## src/hdl/gdfw_pkg.sv

```systemverilog
// shared types, constants and helpers of the depth-first walker
`default_nettype none

package gdfw_pkg;

    localparam int NODES       = 8;
    localparam int VERTEX_W    = 3;
    localparam int DEGREE_W    = 3;
    localparam int ROW_STRIDE  = 8;
    localparam int ADJ_W       = 64;
    localparam int STACK_SLOTS = 64;
    localparam int STACK_AW    = $clog2(STACK_SLOTS);
    localparam int STACK_CW    = $clog2(STACK_SLOTS + 1);
    localparam int COUNT_W     = $clog2(NODES + 1);

    // request kinds as they arrive on the slave side
    localparam logic [1:0] KIND_WALK     = 2'd0;
    localparam logic [1:0] KIND_WALK_DEG = 2'd1;
    localparam logic [1:0] KIND_DEG_ALL  = 2'd2;

    typedef enum logic [0:0] {
        OP_WALK = 1'b0,
        OP_DEG  = 1'b1
    } op_t;

    // command passed from front to back
    typedef struct packed {
        op_t                 op;
        logic                with_deg;
        logic [VERTEX_W-1:0] start;
    } cmd_t;

    // edge test on the row-major matrix
    function automatic logic has_edge(input logic [ADJ_W-1:0] adj,
                                      input logic [VERTEX_W-1:0] from_v,
                                      input logic [VERTEX_W-1:0] to_v);
        logic [5:0] bit_idx;
        bit_idx = {from_v, to_v};
        return adj[bit_idx];
    endfunction

    // in-degree over the first NODES rows, self-loops excluded
    function automatic logic [DEGREE_W-1:0] in_degree_of(input logic [ADJ_W-1:0] adj,
                                                         input logic [VERTEX_W-1:0] v);
        logic [COUNT_W:0] cnt;
        cnt = '0;
        for (int r = 0; r < NODES; r++)
        begin
            if ((VERTEX_W'(r) != v) && has_edge(adj, VERTEX_W'(r), v))
            begin
                cnt = cnt + 1'b1;
            end
        end
        return cnt[DEGREE_W-1:0];
    endfunction

endpackage

`default_nettype wire

```

## src/hdl/gdfw_front.sv

```systemverilog
// front part: takes request beats, drops meaningless ones, queues commands
`default_nettype none

module gdfw_front
    import gdfw_pkg::*;
(
    input  wire logic                clk,
    input  wire logic                rst_n,
    input  wire logic                in_valid,
    output logic                     in_ready,
    input  wire logic [1:0]          in_kind,
    input  wire logic [VERTEX_W-1:0] in_start,
    output logic                     cmd_valid,
    input  wire logic                cmd_ready,
    output cmd_t                     cmd
);

    localparam int QDEPTH = 2;

    cmd_t       q_mem_reg [QDEPTH];
    logic       wr_ptr_reg, wr_ptr_next;
    logic       rd_ptr_reg, rd_ptr_next;
    logic [1:0] q_cnt_reg, q_cnt_next;

    logic accept;
    logic keep;
    logic push;
    logic pop;
    cmd_t new_cmd;

    // classify the incoming beat
    always_comb
    begin
        keep             = 1'b0;
        new_cmd.op       = OP_WALK;
        new_cmd.with_deg = 1'b0;
        new_cmd.start    = in_start;
        case (in_kind)
            KIND_WALK:
            begin
                keep = (32'(in_start) < NODES);
            end
            KIND_WALK_DEG:
            begin
                keep             = (32'(in_start) < NODES);
                new_cmd.with_deg = 1'b1;
            end
            KIND_DEG_ALL:
            begin
                keep       = 1'b1;
                new_cmd.op = OP_DEG;
            end
            default:
            begin
                keep = 1'b0;
            end
        endcase
    end

    assign in_ready  = (q_cnt_reg != 2'(QDEPTH));
    assign accept    = in_valid && in_ready;
    assign push      = accept && keep;
    assign cmd_valid = (q_cnt_reg != 2'd0);
    assign pop       = cmd_valid && cmd_ready;
    assign cmd       = q_mem_reg[rd_ptr_reg];

    // queue pointers
    always_comb
    begin
        wr_ptr_next = push ? ~wr_ptr_reg : wr_ptr_reg;
        rd_ptr_next = pop ? ~rd_ptr_reg : rd_ptr_reg;
        q_cnt_next  = q_cnt_reg + {1'b0, push} - {1'b0, pop};
    end

    always_ff @(posedge clk or negedge rst_n)
    begin
        if (!rst_n)
        begin
            wr_ptr_reg <= 1'b0;
            rd_ptr_reg <= 1'b0;
            q_cnt_reg  <= 2'd0;
        end
        else
        begin
            wr_ptr_reg <= wr_ptr_next;
            rd_ptr_reg <= rd_ptr_next;
            q_cnt_reg  <= q_cnt_next;
        end
    end

    // queue storage
    always_ff @(posedge clk)
    begin
        if (push)
        begin
            q_mem_reg[wr_ptr_reg] <= new_cmd;
        end
    end

endmodule

`default_nettype wire

```

## src/hdl/gdfw_back.sv

```systemverilog
// back part: walk sequencer with the pending stack and the result register
`default_nettype none

module gdfw_back
    import gdfw_pkg::*;
(
    input  wire logic                clk,
    input  wire logic                rst_n,
    input  wire logic [ADJ_W-1:0]    adj,
    input  wire logic                cmd_valid,
    output logic                     cmd_ready,
    input  wire cmd_t                cmd,
    output logic                     out_valid,
    input  wire logic                out_ready,
    output logic [VERTEX_W-1:0]      out_vertex,
    output logic [DEGREE_W-1:0]      out_degree,
    output logic                     out_last
);

    typedef enum logic [5:0] {
        ST_IDLE = 6'b000001,
        ST_SCAN = 6'b000010,
        ST_POP  = 6'b000100,
        ST_READ = 6'b001000,
        ST_EMIT = 6'b010000,
        ST_DEG  = 6'b100000
    } state_t;

    state_t                 state_reg, state_next;
    logic [VERTEX_W-1:0]    cur_reg, cur_next;
    logic [VERTEX_W-1:0]    nxt_reg, nxt_next;
    logic [VERTEX_W-1:0]    scan_reg, scan_next;
    logic [NODES-1:0]       visited_reg, visited_next;
    logic [STACK_CW-1:0]    sp_reg, sp_next;
    logic [COUNT_W-1:0]     count_reg, count_next;
    logic                   with_deg_reg, with_deg_next;
    logic                   last_reg, last_next;

    logic                   ov_reg, ov_next;
    logic [VERTEX_W-1:0]    ovx_reg, ovx_next;
    logic [DEGREE_W-1:0]    odg_reg, odg_next;
    logic                   olast_reg, olast_next;

    logic [VERTEX_W-1:0]    stack_mem [STACK_SLOTS];
    logic [VERTEX_W-1:0]    stack_rd_reg;
    logic                   push;
    logic                   pop;
    logic [STACK_AW-1:0]    rd_addr;
    logic                   out_free;

    assign out_free   = !ov_reg || out_ready;
    assign cmd_ready  = (state_reg == ST_IDLE);
    assign out_valid  = ov_reg;
    assign out_vertex = ovx_reg;
    assign out_degree = odg_reg;
    assign out_last   = olast_reg;
    assign rd_addr    = STACK_AW'(sp_reg - 1'b1);

    // push while scanning a row, pop until an unvisited entry turns up
    assign push = (state_reg == ST_SCAN) && has_edge(adj, cur_reg, scan_reg)
                  && !visited_reg[scan_reg] && (32'(sp_reg) < STACK_SLOTS);
    assign pop  = (state_reg == ST_POP) && (sp_reg != '0);

    // sequencer
    always_comb
    begin
        state_next    = state_reg;
        cur_next      = cur_reg;
        nxt_next      = nxt_reg;
        scan_next     = scan_reg;
        visited_next  = visited_reg;
        sp_next       = sp_reg;
        count_next    = count_reg;
        with_deg_next = with_deg_reg;
        last_next     = last_reg;
        ov_next       = ov_reg && !out_ready;
        ovx_next      = ovx_reg;
        odg_next      = odg_reg;
        olast_next    = olast_reg;

        case (state_reg)
            ST_IDLE:
            begin
                if (cmd_valid)
                begin
                    cur_next      = cmd.start;
                    with_deg_next = cmd.with_deg;
                    visited_next  = '0;
                    sp_next       = '0;
                    count_next    = '0;
                    scan_next     = VERTEX_W'(NODES - 1);
                    if (cmd.op == OP_DEG)
                    begin
                        cur_next   = '0;
                        state_next = ST_DEG;
                    end
                    else
                    begin
                        state_next = ST_SCAN;
                    end
                end
            end
            ST_SCAN:
            begin
                if (push)
                begin
                    sp_next = sp_reg + 1'b1;
                end
                if (scan_reg == '0)
                begin
                    visited_next[cur_reg] = 1'b1;
                    count_next            = count_reg + 1'b1;
                    if (32'(count_reg) == NODES - 1)
                    begin
                        last_next  = 1'b1;
                        state_next = ST_EMIT;
                    end
                    else
                    begin
                        state_next = ST_POP;
                    end
                end
                else
                begin
                    scan_next = scan_reg - 1'b1;
                end
            end
            ST_POP:
            begin
                if (sp_reg == '0)
                begin
                    last_next  = 1'b1;
                    state_next = ST_EMIT;
                end
                else
                begin
                    sp_next    = sp_reg - 1'b1;
                    state_next = ST_READ;
                end
            end
            ST_READ:
            begin
                if (visited_reg[stack_rd_reg])
                begin
                    state_next = ST_POP;
                end
                else
                begin
                    nxt_next   = stack_rd_reg;
                    last_next  = 1'b0;
                    state_next = ST_EMIT;
                end
            end
            ST_EMIT:
            begin
                if (out_free)
                begin
                    ov_next    = 1'b1;
                    ovx_next   = cur_reg;
                    odg_next   = with_deg_reg ? in_degree_of(adj, cur_reg) : '0;
                    olast_next = last_reg;
                    if (last_reg)
                    begin
                        sp_next    = '0;
                        state_next = ST_IDLE;
                    end
                    else
                    begin
                        cur_next   = nxt_reg;
                        scan_next  = VERTEX_W'(NODES - 1);
                        state_next = ST_SCAN;
                    end
                end
            end
            ST_DEG:
            begin
                if (out_free)
                begin
                    ov_next    = 1'b1;
                    ovx_next   = cur_reg;
                    odg_next   = in_degree_of(adj, cur_reg);
                    olast_next = (32'(cur_reg) == NODES - 1);
                    if (32'(cur_reg) == NODES - 1)
                    begin
                        state_next = ST_IDLE;
                    end
                    else
                    begin
                        cur_next = cur_reg + 1'b1;
                    end
                end
            end
            default:
            begin
                state_next = ST_IDLE;
            end
        endcase
    end

    // control and result registers
    always_ff @(posedge clk or negedge rst_n)
    begin
        if (!rst_n)
        begin
            state_reg    <= ST_IDLE;
            visited_reg  <= '0;
            sp_reg       <= '0;
            count_reg    <= '0;
            last_reg     <= 1'b0;
            with_deg_reg <= 1'b0;
            ov_reg       <= 1'b0;
        end
        else
        begin
            state_reg    <= state_next;
            visited_reg  <= visited_next;
            sp_reg       <= sp_next;
            count_reg    <= count_next;
            last_reg     <= last_next;
            with_deg_reg <= with_deg_next;
            ov_reg       <= ov_next;
        end
    end

    // payload registers
    always_ff @(posedge clk)
    begin
        cur_reg   <= cur_next;
        nxt_reg   <= nxt_next;
        scan_reg  <= scan_next;
        ovx_reg   <= ovx_next;
        odg_reg   <= odg_next;
        olast_reg <= olast_next;
    end

    // pending stack, registered read
    always_ff @(posedge clk)
    begin
        if (push)
        begin
            stack_mem[sp_reg[STACK_AW-1:0]] <= scan_reg;
        end
        if (pop)
        begin
            stack_rd_reg <= stack_mem[rd_addr];
        end
    end

endmodule

`default_nettype wire

```

## src/hdl/graph_depth_first_walker_top.sv

```systemverilog
// Depth-first walker over an 8-vertex directed graph held as a 64-bit adjacency
// matrix (bit row*8+col). A request is taken into a two-entry command queue;
// the walk sequencer picks it up while idle and then scans one adjacency column
// per cycle, and each pop of the pending stack, skipped or not, passes through
// an address step and a registered read; a pop that finds the stack empty ends
// the walk. A vertex pushes only vertices still unvisited, so eight vertices
// push at most 36 entries; an in-degree request emits one result per vertex.
// Results leave through an output register, so the sequencer only waits when
// that register is still full. The adjacency register is written over APB
// and must only change while no request is in flight.
`default_nettype none

module graph_depth_first_walker_top
    import gdfw_pkg::*;
(
    input  wire logic             clk,
    input  wire logic             rst_n,
    // request beat
    input  wire logic             s_tvalid,
    output logic                  s_tready,
    input  wire logic [7:0]       s_tdata,   // kind[1:0], start_vertex[4:2], zero[7:5]
    // result beat
    output logic                  m_tvalid,
    input  wire logic             m_tready,
    output logic [7:0]            m_tdata,   // vertex[2:0], in_degree[5:3], zero[7:6]
    output logic                  m_tlast,
    // configuration
    input  wire logic             psel,
    input  wire logic             penable,
    input  wire logic             pwrite,
    input  wire logic [3:0]       paddr,
    input  wire logic [ADJ_W-1:0] pwdata,
    output logic [ADJ_W-1:0]      prdata,
    output logic                  pready
);

    localparam logic ADDR_ADJ = 1'b0;

    logic [ADJ_W-1:0]    adj_reg;
    logic                cmd_valid;
    logic                cmd_ready;
    cmd_t                cmd;
    logic [VERTEX_W-1:0] out_vertex;
    logic [DEGREE_W-1:0] out_degree;

    // register file
    assign pready = 1'b1;
    assign prdata = (paddr[3] == ADDR_ADJ) ? adj_reg : '0;

    always_ff @(posedge clk or negedge rst_n)
    begin
        if (!rst_n)
        begin
            adj_reg <= '0;
        end
        else if (psel && penable && pwrite && pready && (paddr[3] == ADDR_ADJ))
        begin
            adj_reg <= pwdata;
        end
    end

    gdfw_front u_front (
        .clk       (clk),
        .rst_n     (rst_n),
        .in_valid  (s_tvalid),
        .in_ready  (s_tready),
        .in_kind   (s_tdata[1:0]),
        .in_start  (s_tdata[4:2]),
        .cmd_valid (cmd_valid),
        .cmd_ready (cmd_ready),
        .cmd       (cmd)
    );

    gdfw_back u_back (
        .clk        (clk),
        .rst_n      (rst_n),
        .adj        (adj_reg),
        .cmd_valid  (cmd_valid),
        .cmd_ready  (cmd_ready),
        .cmd        (cmd),
        .out_valid  (m_tvalid),
        .out_ready  (m_tready),
        .out_vertex (out_vertex),
        .out_degree (out_degree),
        .out_last   (m_tlast)
    );

    // result packing
    assign m_tdata = {2'b00, out_degree, out_vertex};

endmodule

`default_nettype wire

```

## config.mk

```make
export PLATFORM = sky130hd
export DESIGN_NAME = graph_depth_first_walker_top
export DESIGN_NICKNAME = d
export VERILOG_FILES = /design/src/hdl/gdfw_pkg.sv /design/src/hdl/gdfw_front.sv /design/src/hdl/gdfw_back.sv /design/src/hdl/graph_depth_first_walker_top.sv
export SDC_FILE = /design/constraint.sdc
export NUM_CORES = 1
export LEC_CHECK = 0
export BUFFER_PORTS_ARGS = -buffer_cell sky130_fd_sc_hd__buf_2
export CAP_MARGIN = 0
export CORE_ASPECT_RATIO = 0.75
export CORE_UTILIZATION = 50
export CTS_CLUSTER_DIAMETER = 120
export CTS_CLUSTER_SIZE = 30
export DETAILED_ROUTE_END_ITERATION = 16
export MAX_ROUTING_LAYER = met4
export PLACE_DENSITY = 0.73
export SYNTH_ARGS = -nofsm -noshare
export SYNTH_HDL_FRONTEND = slang
export SYNTH_SLANG_ARGS = --single-unit
```

## constraint.sdc

```tcl
create_clock -name clk -period 7.5 [get_ports clk]
set_input_delay 0.375 -clock clk [delete_from_list [all_inputs] [get_ports clk]]
set_output_delay 0.375 -clock clk [all_outputs]
set_load 0.05 [all_outputs]
```

After elaboration in Yosys (flattened, before gate mapping)
Memory sizes are Yosys's and may differ from the RTL's. A register that Yosys moved wholly into a read port is not among the register bits.
Cells that the tools add are included.
Word-level totals
  bits in registers: 112
  word-level logic and storage cells: 262
  memories: 2
  memory bits (writable): 202
Cells by class
  reduce and logical (&&, ||, !) cells: 48
  equal/unequal tests: 32
  muxes and demuxes: 123
  $add $sub $neg: 21
  bitwise operators: 5
  order comparisons: 14
Memory list
  u_back.stack_mem: depth 64, width 3, rd ports 1, clocked after Yosys merged registers in 1, write ports 1, RTL line gdfw_back.sv:44  | logic [VERTEX_W-1:0] stack_mem [STACK_SLOTS];
  u_front.q_mem_reg: depth 2, width 5, rd ports 1, clocked after Yosys merged registers in 0, write ports 1, RTL line gdfw_front.sv:20  | cmd_t q_mem_reg [QDEPTH];
Operator list (number)
  2-to-1 mux 3 bit: 54
  2-to-1 mux 64 bit: 1
  adder 3 x 1 -> 3 bit, second input constant: 15
  2-to-1 mux 6 bit: 6
  case mux 6 bit (6 select lines): 1
  less-than comparator 6 x 7 -> 1 bit, second input constant: 5
  2-to-1 mux 7 bit: 5
  binary-select mux 1 bit (select 3 bit): 10
  2-to-1 mux 1 bit: 28
  case mux 7 bit (4 select lines): 1
  logical AND 1 bit: 20
  != test 2 bit, second input constant: 9
  case mux 3 bit (3 select lines): 2
  2-to-1 mux 8 bit: 2
  case mux 8 bit (2 select lines): 1
  2-to-1 mux 5 bit: 3
  AND reduction 5 bit: 3
  less-than comparator 5 x 7 -> 1 bit, second input constant: 2
  less-than comparator 3 x 4 -> 1 bit, second input constant: 3
  != test 2 x 1 -> 1 bit, second input constant: 6
  != test 3 bit, first input constant: 4
  AND reduction 6 bit: 2
  nonzero test 3 bit: 4
  2-to-1 mux 4 bit: 2
  other kinds (43): 54

Longest topological paths before layout
  word-level depth: 35
  gate-level depth with buffers: 29

Modules after synthesis
A second synthesis with hierarchy kept.
Unflattened totals
  cell total of the unflattened synthesis: 1019
  area total of the unflattened synthesis: 15552.4 um^2
Modules (own cells, without submodules)
  gdfw_back: area each 11773.8 um^2, sequential area each 7038.0 um^2, cells each 765, times used 1
  graph_depth_first_walker_top: area each 3160.5 um^2, sequential area each 1601.5 um^2, cells each 212, times used 1
  gdfw_front: area each 618.1 um^2, sequential area each 400.4 um^2, cells each 42, times used 1

Least setup slack after synthesis
OpenSTA, ideal clock, no wires.
  kind: reg-to-reg
  from: register u_back.cur_reg[1]
  to: register u_back.odg_reg[2] (netlist: u_back.out_degree[2]), data pin
  clock period less this slack: 5415 ps
  stages on the path, launching flop included: 27
  path buffers: 5
  arrival: 5159 ps
  required time: 7244 ps
  setup slack: 2085 ps
  setup time: 256 ps
  path through: edfxtp_1 buf_4 buf_2 buf_2 buf_1 mux4_2 mux2i_1 a21oi_1 ha_1 clkbuf_1 xnor2_2 inv_1 ha_1 inv_1 a211oi_1 mux2i_1 o21a_1 ha_1 xnor2_1 a31oi_1 nand2_1 ha_1 nand2_1 xor2_1 xnor2_1 and3_1 o22a_1
Between the ends
  cells in the longest elaborated chain, start to end: 35
Ends and longest elaborated chain
  from (decl): RTL line gdfw_back.sv:30  | logic [VERTEX_W-1:0] cur_reg, cur_next;
  from (signal assigned): RTL line gdfw_back.sv:228  | cur_reg <= cur_next;
  binary-select mux 1 bit (select 3 bit): RTL line gdfw_pkg.sv:39  | return adj[bit_idx];
  2-to-1 mux 1 bit (not written as such): RTL line gdfw_pkg.sv:39
  logical AND 1 bit: RTL line gdfw_pkg.sv:49  | if ((VERTEX_W'(r) != v) && has_edge(adj, VERTEX_W'(r), v))
  2-to-1 mux 1 bit: RTL line gdfw_pkg.sv:49
  2-to-1 mux 3 bit: RTL line gdfw_back.sv:156, gdfw_back.sv:177
  2-to-1 mux 3 bit: RTL line gdfw_back.sv:81  | case (state_reg)
  adder 3 x 1 -> 3 bit: RTL line gdfw_pkg.sv:51  | cnt = cnt + 1'b1;
  2-to-1 mux 3 bit: RTL line gdfw_pkg.sv:49
  (+20 left out)
  2-to-1 mux 3 bit: RTL line gdfw_back.sv:156  | if (out_free)
  2-to-1 mux 3 bit: RTL line gdfw_back.sv:81
  adder 3 x 1 -> 3 bit: RTL line gdfw_pkg.sv:51
  2-to-1 mux 3 bit: RTL line gdfw_pkg.sv:49
  2-to-1 mux 3 bit: RTL line gdfw_back.sv:160  | odg_next = with_deg_reg ? in_degree_of(adj, cur_reg) : '0;
  2-to-1 mux 3 bit: RTL line gdfw_back.sv:156
  case mux 3 bit (2 select lines) *: RTL line gdfw_back.sv:81
  via u_back.odg_next[2]: RTL line gdfw_back.sv:41  | logic [DEGREE_W-1:0] odg_reg, odg_next;
  to (signal assigned): RTL line gdfw_back.sv:232  | odg_reg <= odg_next;
  to (decl): RTL line gdfw_back.sv:41
Mark *: on every way through the listed nets, which the timed path passes. The rest lies on a longest branch. The select of a mux whose other input is x is not followed.
A chain may end at the register's enable or synchronous reset.

Final worst setup path
Ends and elaborated chain as after synthesis.

==> flow_summary.yaml <==
synth:
  yosys_register_bits: 317
  ys_types: 71
  async_reset_ff_share_pct: 30.3
  yosysWarnings: 0
  synthCells: 1034
  syn_area_per_cell_um2: 14.7
  ys_seq_area_share_pct: 59.3
  synth_edf_count: 221
  ys.flop_type: "edfxtp_1"
  syn_area_um2: 15200
cts:
  clock_path_buffers: 3
  clk_pin_slew_ps: 110
  cts_tree: "yes"
  clkSinkCount: 317
  cts_root_buf: "clkbuf_16"
  h-tree-depth: 1
  cts_made_buffers: 14
  clk_latency_ps: 520
  cts_setup_buffers: 0
critical_path:
  critPathRequiredTime_ps: 7780
  critical_path_arrival_ps: 6000
  critPathCaptureType: "flip-flop"
  critPathKind: "flip-flop to flip-flop"
  cpMaxStageDelayCell: "edfxtp_1"
  critPathLaunchType: "flip-flop"
  cp_cell_sequence: "clkinv_1 > ha_1 > o31a_1 > inv_1 > ha_1 > xnor2_2 > inv_1 > ha_1 > inv_1 > a211oi_1 > mux2i_1 > o21a_1 > ha_1 > xnor2_1 > a31oi_1 > nand2_1 > ha_1 > nand2_1 > xor2_1 > xnor2_1 > and3_1 > o22a_1"
  cpPeakStageDelay_ps: 900
  cpMostUsedCell: "ha_1"
  crit_fanout: 18
route:
  vias: 9286
  wl_per_cell_um: 22.2
  via_per_inst: 6.00
  postRouteAntennaNets: 0
  route.final.wire_length_um: 34400
  initialDrtViolationCount: 1054
  firstDrtPassIters: 5
  remaining_drc_errors: 0
final_layout:
  final_cells: 1548
  mostFrequentLayoutCell: "edfxtp_1"
  drive_gt1_share_pct: 31.0
  final.fill_count: 2316
  final_util_pct: 56.7
  num_antenna_cells: 0
  area_growth_pct: 9.78
  mostFrequentLayoutCells: "edfxtp_1 (221), buf_2 (148), nor2_1 (105), dfrtp_1 (94), mux4_2 (91)"
  largest_reg_flops: 192
  num-nets-final: 1253
timing:
  max_freq_mhz: 175
  worstMarginPinSlew_ps: 1240
  slew_headroom_pct: 17.2
  drv_slew: 0
  fin_crit_ps: 5720
  finalSetupTns_ps: 0
  timing.hold.ws_ps: 42.1
  rsz0062_at_grt: "no"
  hold_viol: 0
  final.setup_skew_ps: 17.4
  period_share_pct: 76.3
  setup_viol: 0
floorplan:
  die_x_um: 204
  num_rows: 54
  io_pins: 159
  dieArea_um2: 31200
  start_util_pct: 51.6
  dieHeight_um: 153
  core_region_area_um2: 29500
grt:
  grt.overflow.total: 0
  grtUsageTotal_pct: 22.9
  grt_pass1_vias: 8914
  grt_pass1_wl_um: 53100
  grt_max_degree: 78
  grt_antenna_before_repair: 0
place:
  io_buffers: 149
  dp_cells: 1523
  dpl.hpwl_um: 23400
  gp_congestion: 0.887
worst_hold_path:
  hp-class: "input port to flip-flop"
outcome:
  status: "finished, final reports clean"
job:
  max-cap-violations: 0
power_and_ir_drop:
  power.density_nw_per_um2: 375
  fin_total_pwr_w: 0.00628
  ir_drop_uv: 327
  p_leak_nw: 6.35
-- through the flow --
step	area (um^2)	worst slack [ps]
finish	16700	1780
global route	16700	1380
CTS	16700	1830
detailed placement	16300	1850
global placement	16300	1980
floorplan	15300	2080
-- power by group --
part           internal [W]  leakage [nW]  switching [W]  total [W]
Sequential          0.00210          3.32       0.000249    0.00235
Combinational       0.00130          2.82        0.00171    0.00301
Clock              0.000392         0.207       0.000529   0.000920
Total               0.00379          6.35        0.00249    0.00628
-- metal layers --
metal | GRT usage (%) | routed length (um) | up-vias
li1 | - | - | 4120
met1 | 35.5 | 15700 | 4731
met2 | 32.0 | 15100 | 409
met3 | 4.33 | 3110 | 26
met4 | 3.40 | 420 | 0
met5 | - | 0 | -
-- timing repair --
| action | 4_1_cts | 5_1_grt |
|---|---|---|
| hold buffers | 1 | 0 |
| hold endpoints to repair | 27 | 0 |
| gates resized for setup | 0 | 0 |
| setup endpoints to repair | 0 | 0 |
-- synthesized netlist by cell type (7+ instances only) --
cell | n | area, um^2
edfxtp_1 | 221 | 6640
nor2_1 | 105 | 394
dfrtp_1 | 95 | 2380
mux4_2 | 91 | 2050
mux2_2 | 70 | 788
nor2b_1 | 67 | 419
nand2_1 | 48 | 180
clkbuf_1 | 42 | 158
mux2i_1 | 26 | 260
a21oi_1 | 22 | 110
ha_1 | 22 | 275
o21ai_0 | 21 | 105
inv_1 | 19 | 71.3
xnor2_1 | 16 | 140
a31oi_1 | 10 | 62.6
nand3b_1 | 10 | 75.1
buf_4 | 9 | 67.6
buf_1 | 7 | 26.3
-- final timing paths --
| check | startpoint | depth (start not counted) | endpoint | slack [ps] |
|---|---|---|---|---|
| max reg2reg | u_back.cur_reg[1] | 22 | u_back.out_degree[2] | 1780 |
| min | s_tdata[2] | 1 | u_front.q_mem_reg[0][0] | 40 |
| min reg2reg | u_front.wr_ptr_reg | 1 | u_front.wr_ptr_reg | 520 |
| min in group asynchronous | rst_n | 2 | adj_reg[18] | 330 |
| max | u_back.cur_reg[1] | 22 | u_back.out_degree[2] | 1780 |
| max in group asynchronous | rst_n | 3 | adj_reg[59] | 5890 |
-- kinds of logic after synthesis --
logic type | share of synthesized area, %
other cells | 0.0492
xor+xnor | 1.47
fa+ha+maj | 1.81
flops | 59.3
mux | 20.3
simple gates | 9.42
buf+inv | 2.54
compound gates | 5.13
-- layout make-up --
class / count / area [um^2] / share of cell area, %
Timing Repair Buffer: 163 / 856 / 5.11
Clock inverter: 1 / 16.3 / 0.0972
Tap cell: 392 / 490 / 2.93
Sequential cell: 317 / 9040 / 54.0
Inverter: 22 / 82.6 / 0.493
Clock buffer: 23 / 415 / 2.48
Multi-Input combinational cell: 630 / 5840 / 34.9
-- critical path: cells and delay by family, from the launching register on --
kind	cells	cell delay [ps]
adder cells (fa/ha/maj)	5	1500
AO/OA/AOI/OAI	5	1140
multiplexers	1	150
XOR/XNOR	4	700
flip-flops	1	900
AND/OR/NAND/NOR	3	350
buffers and inverters	4	730
(Power assumes the default switching activity.)
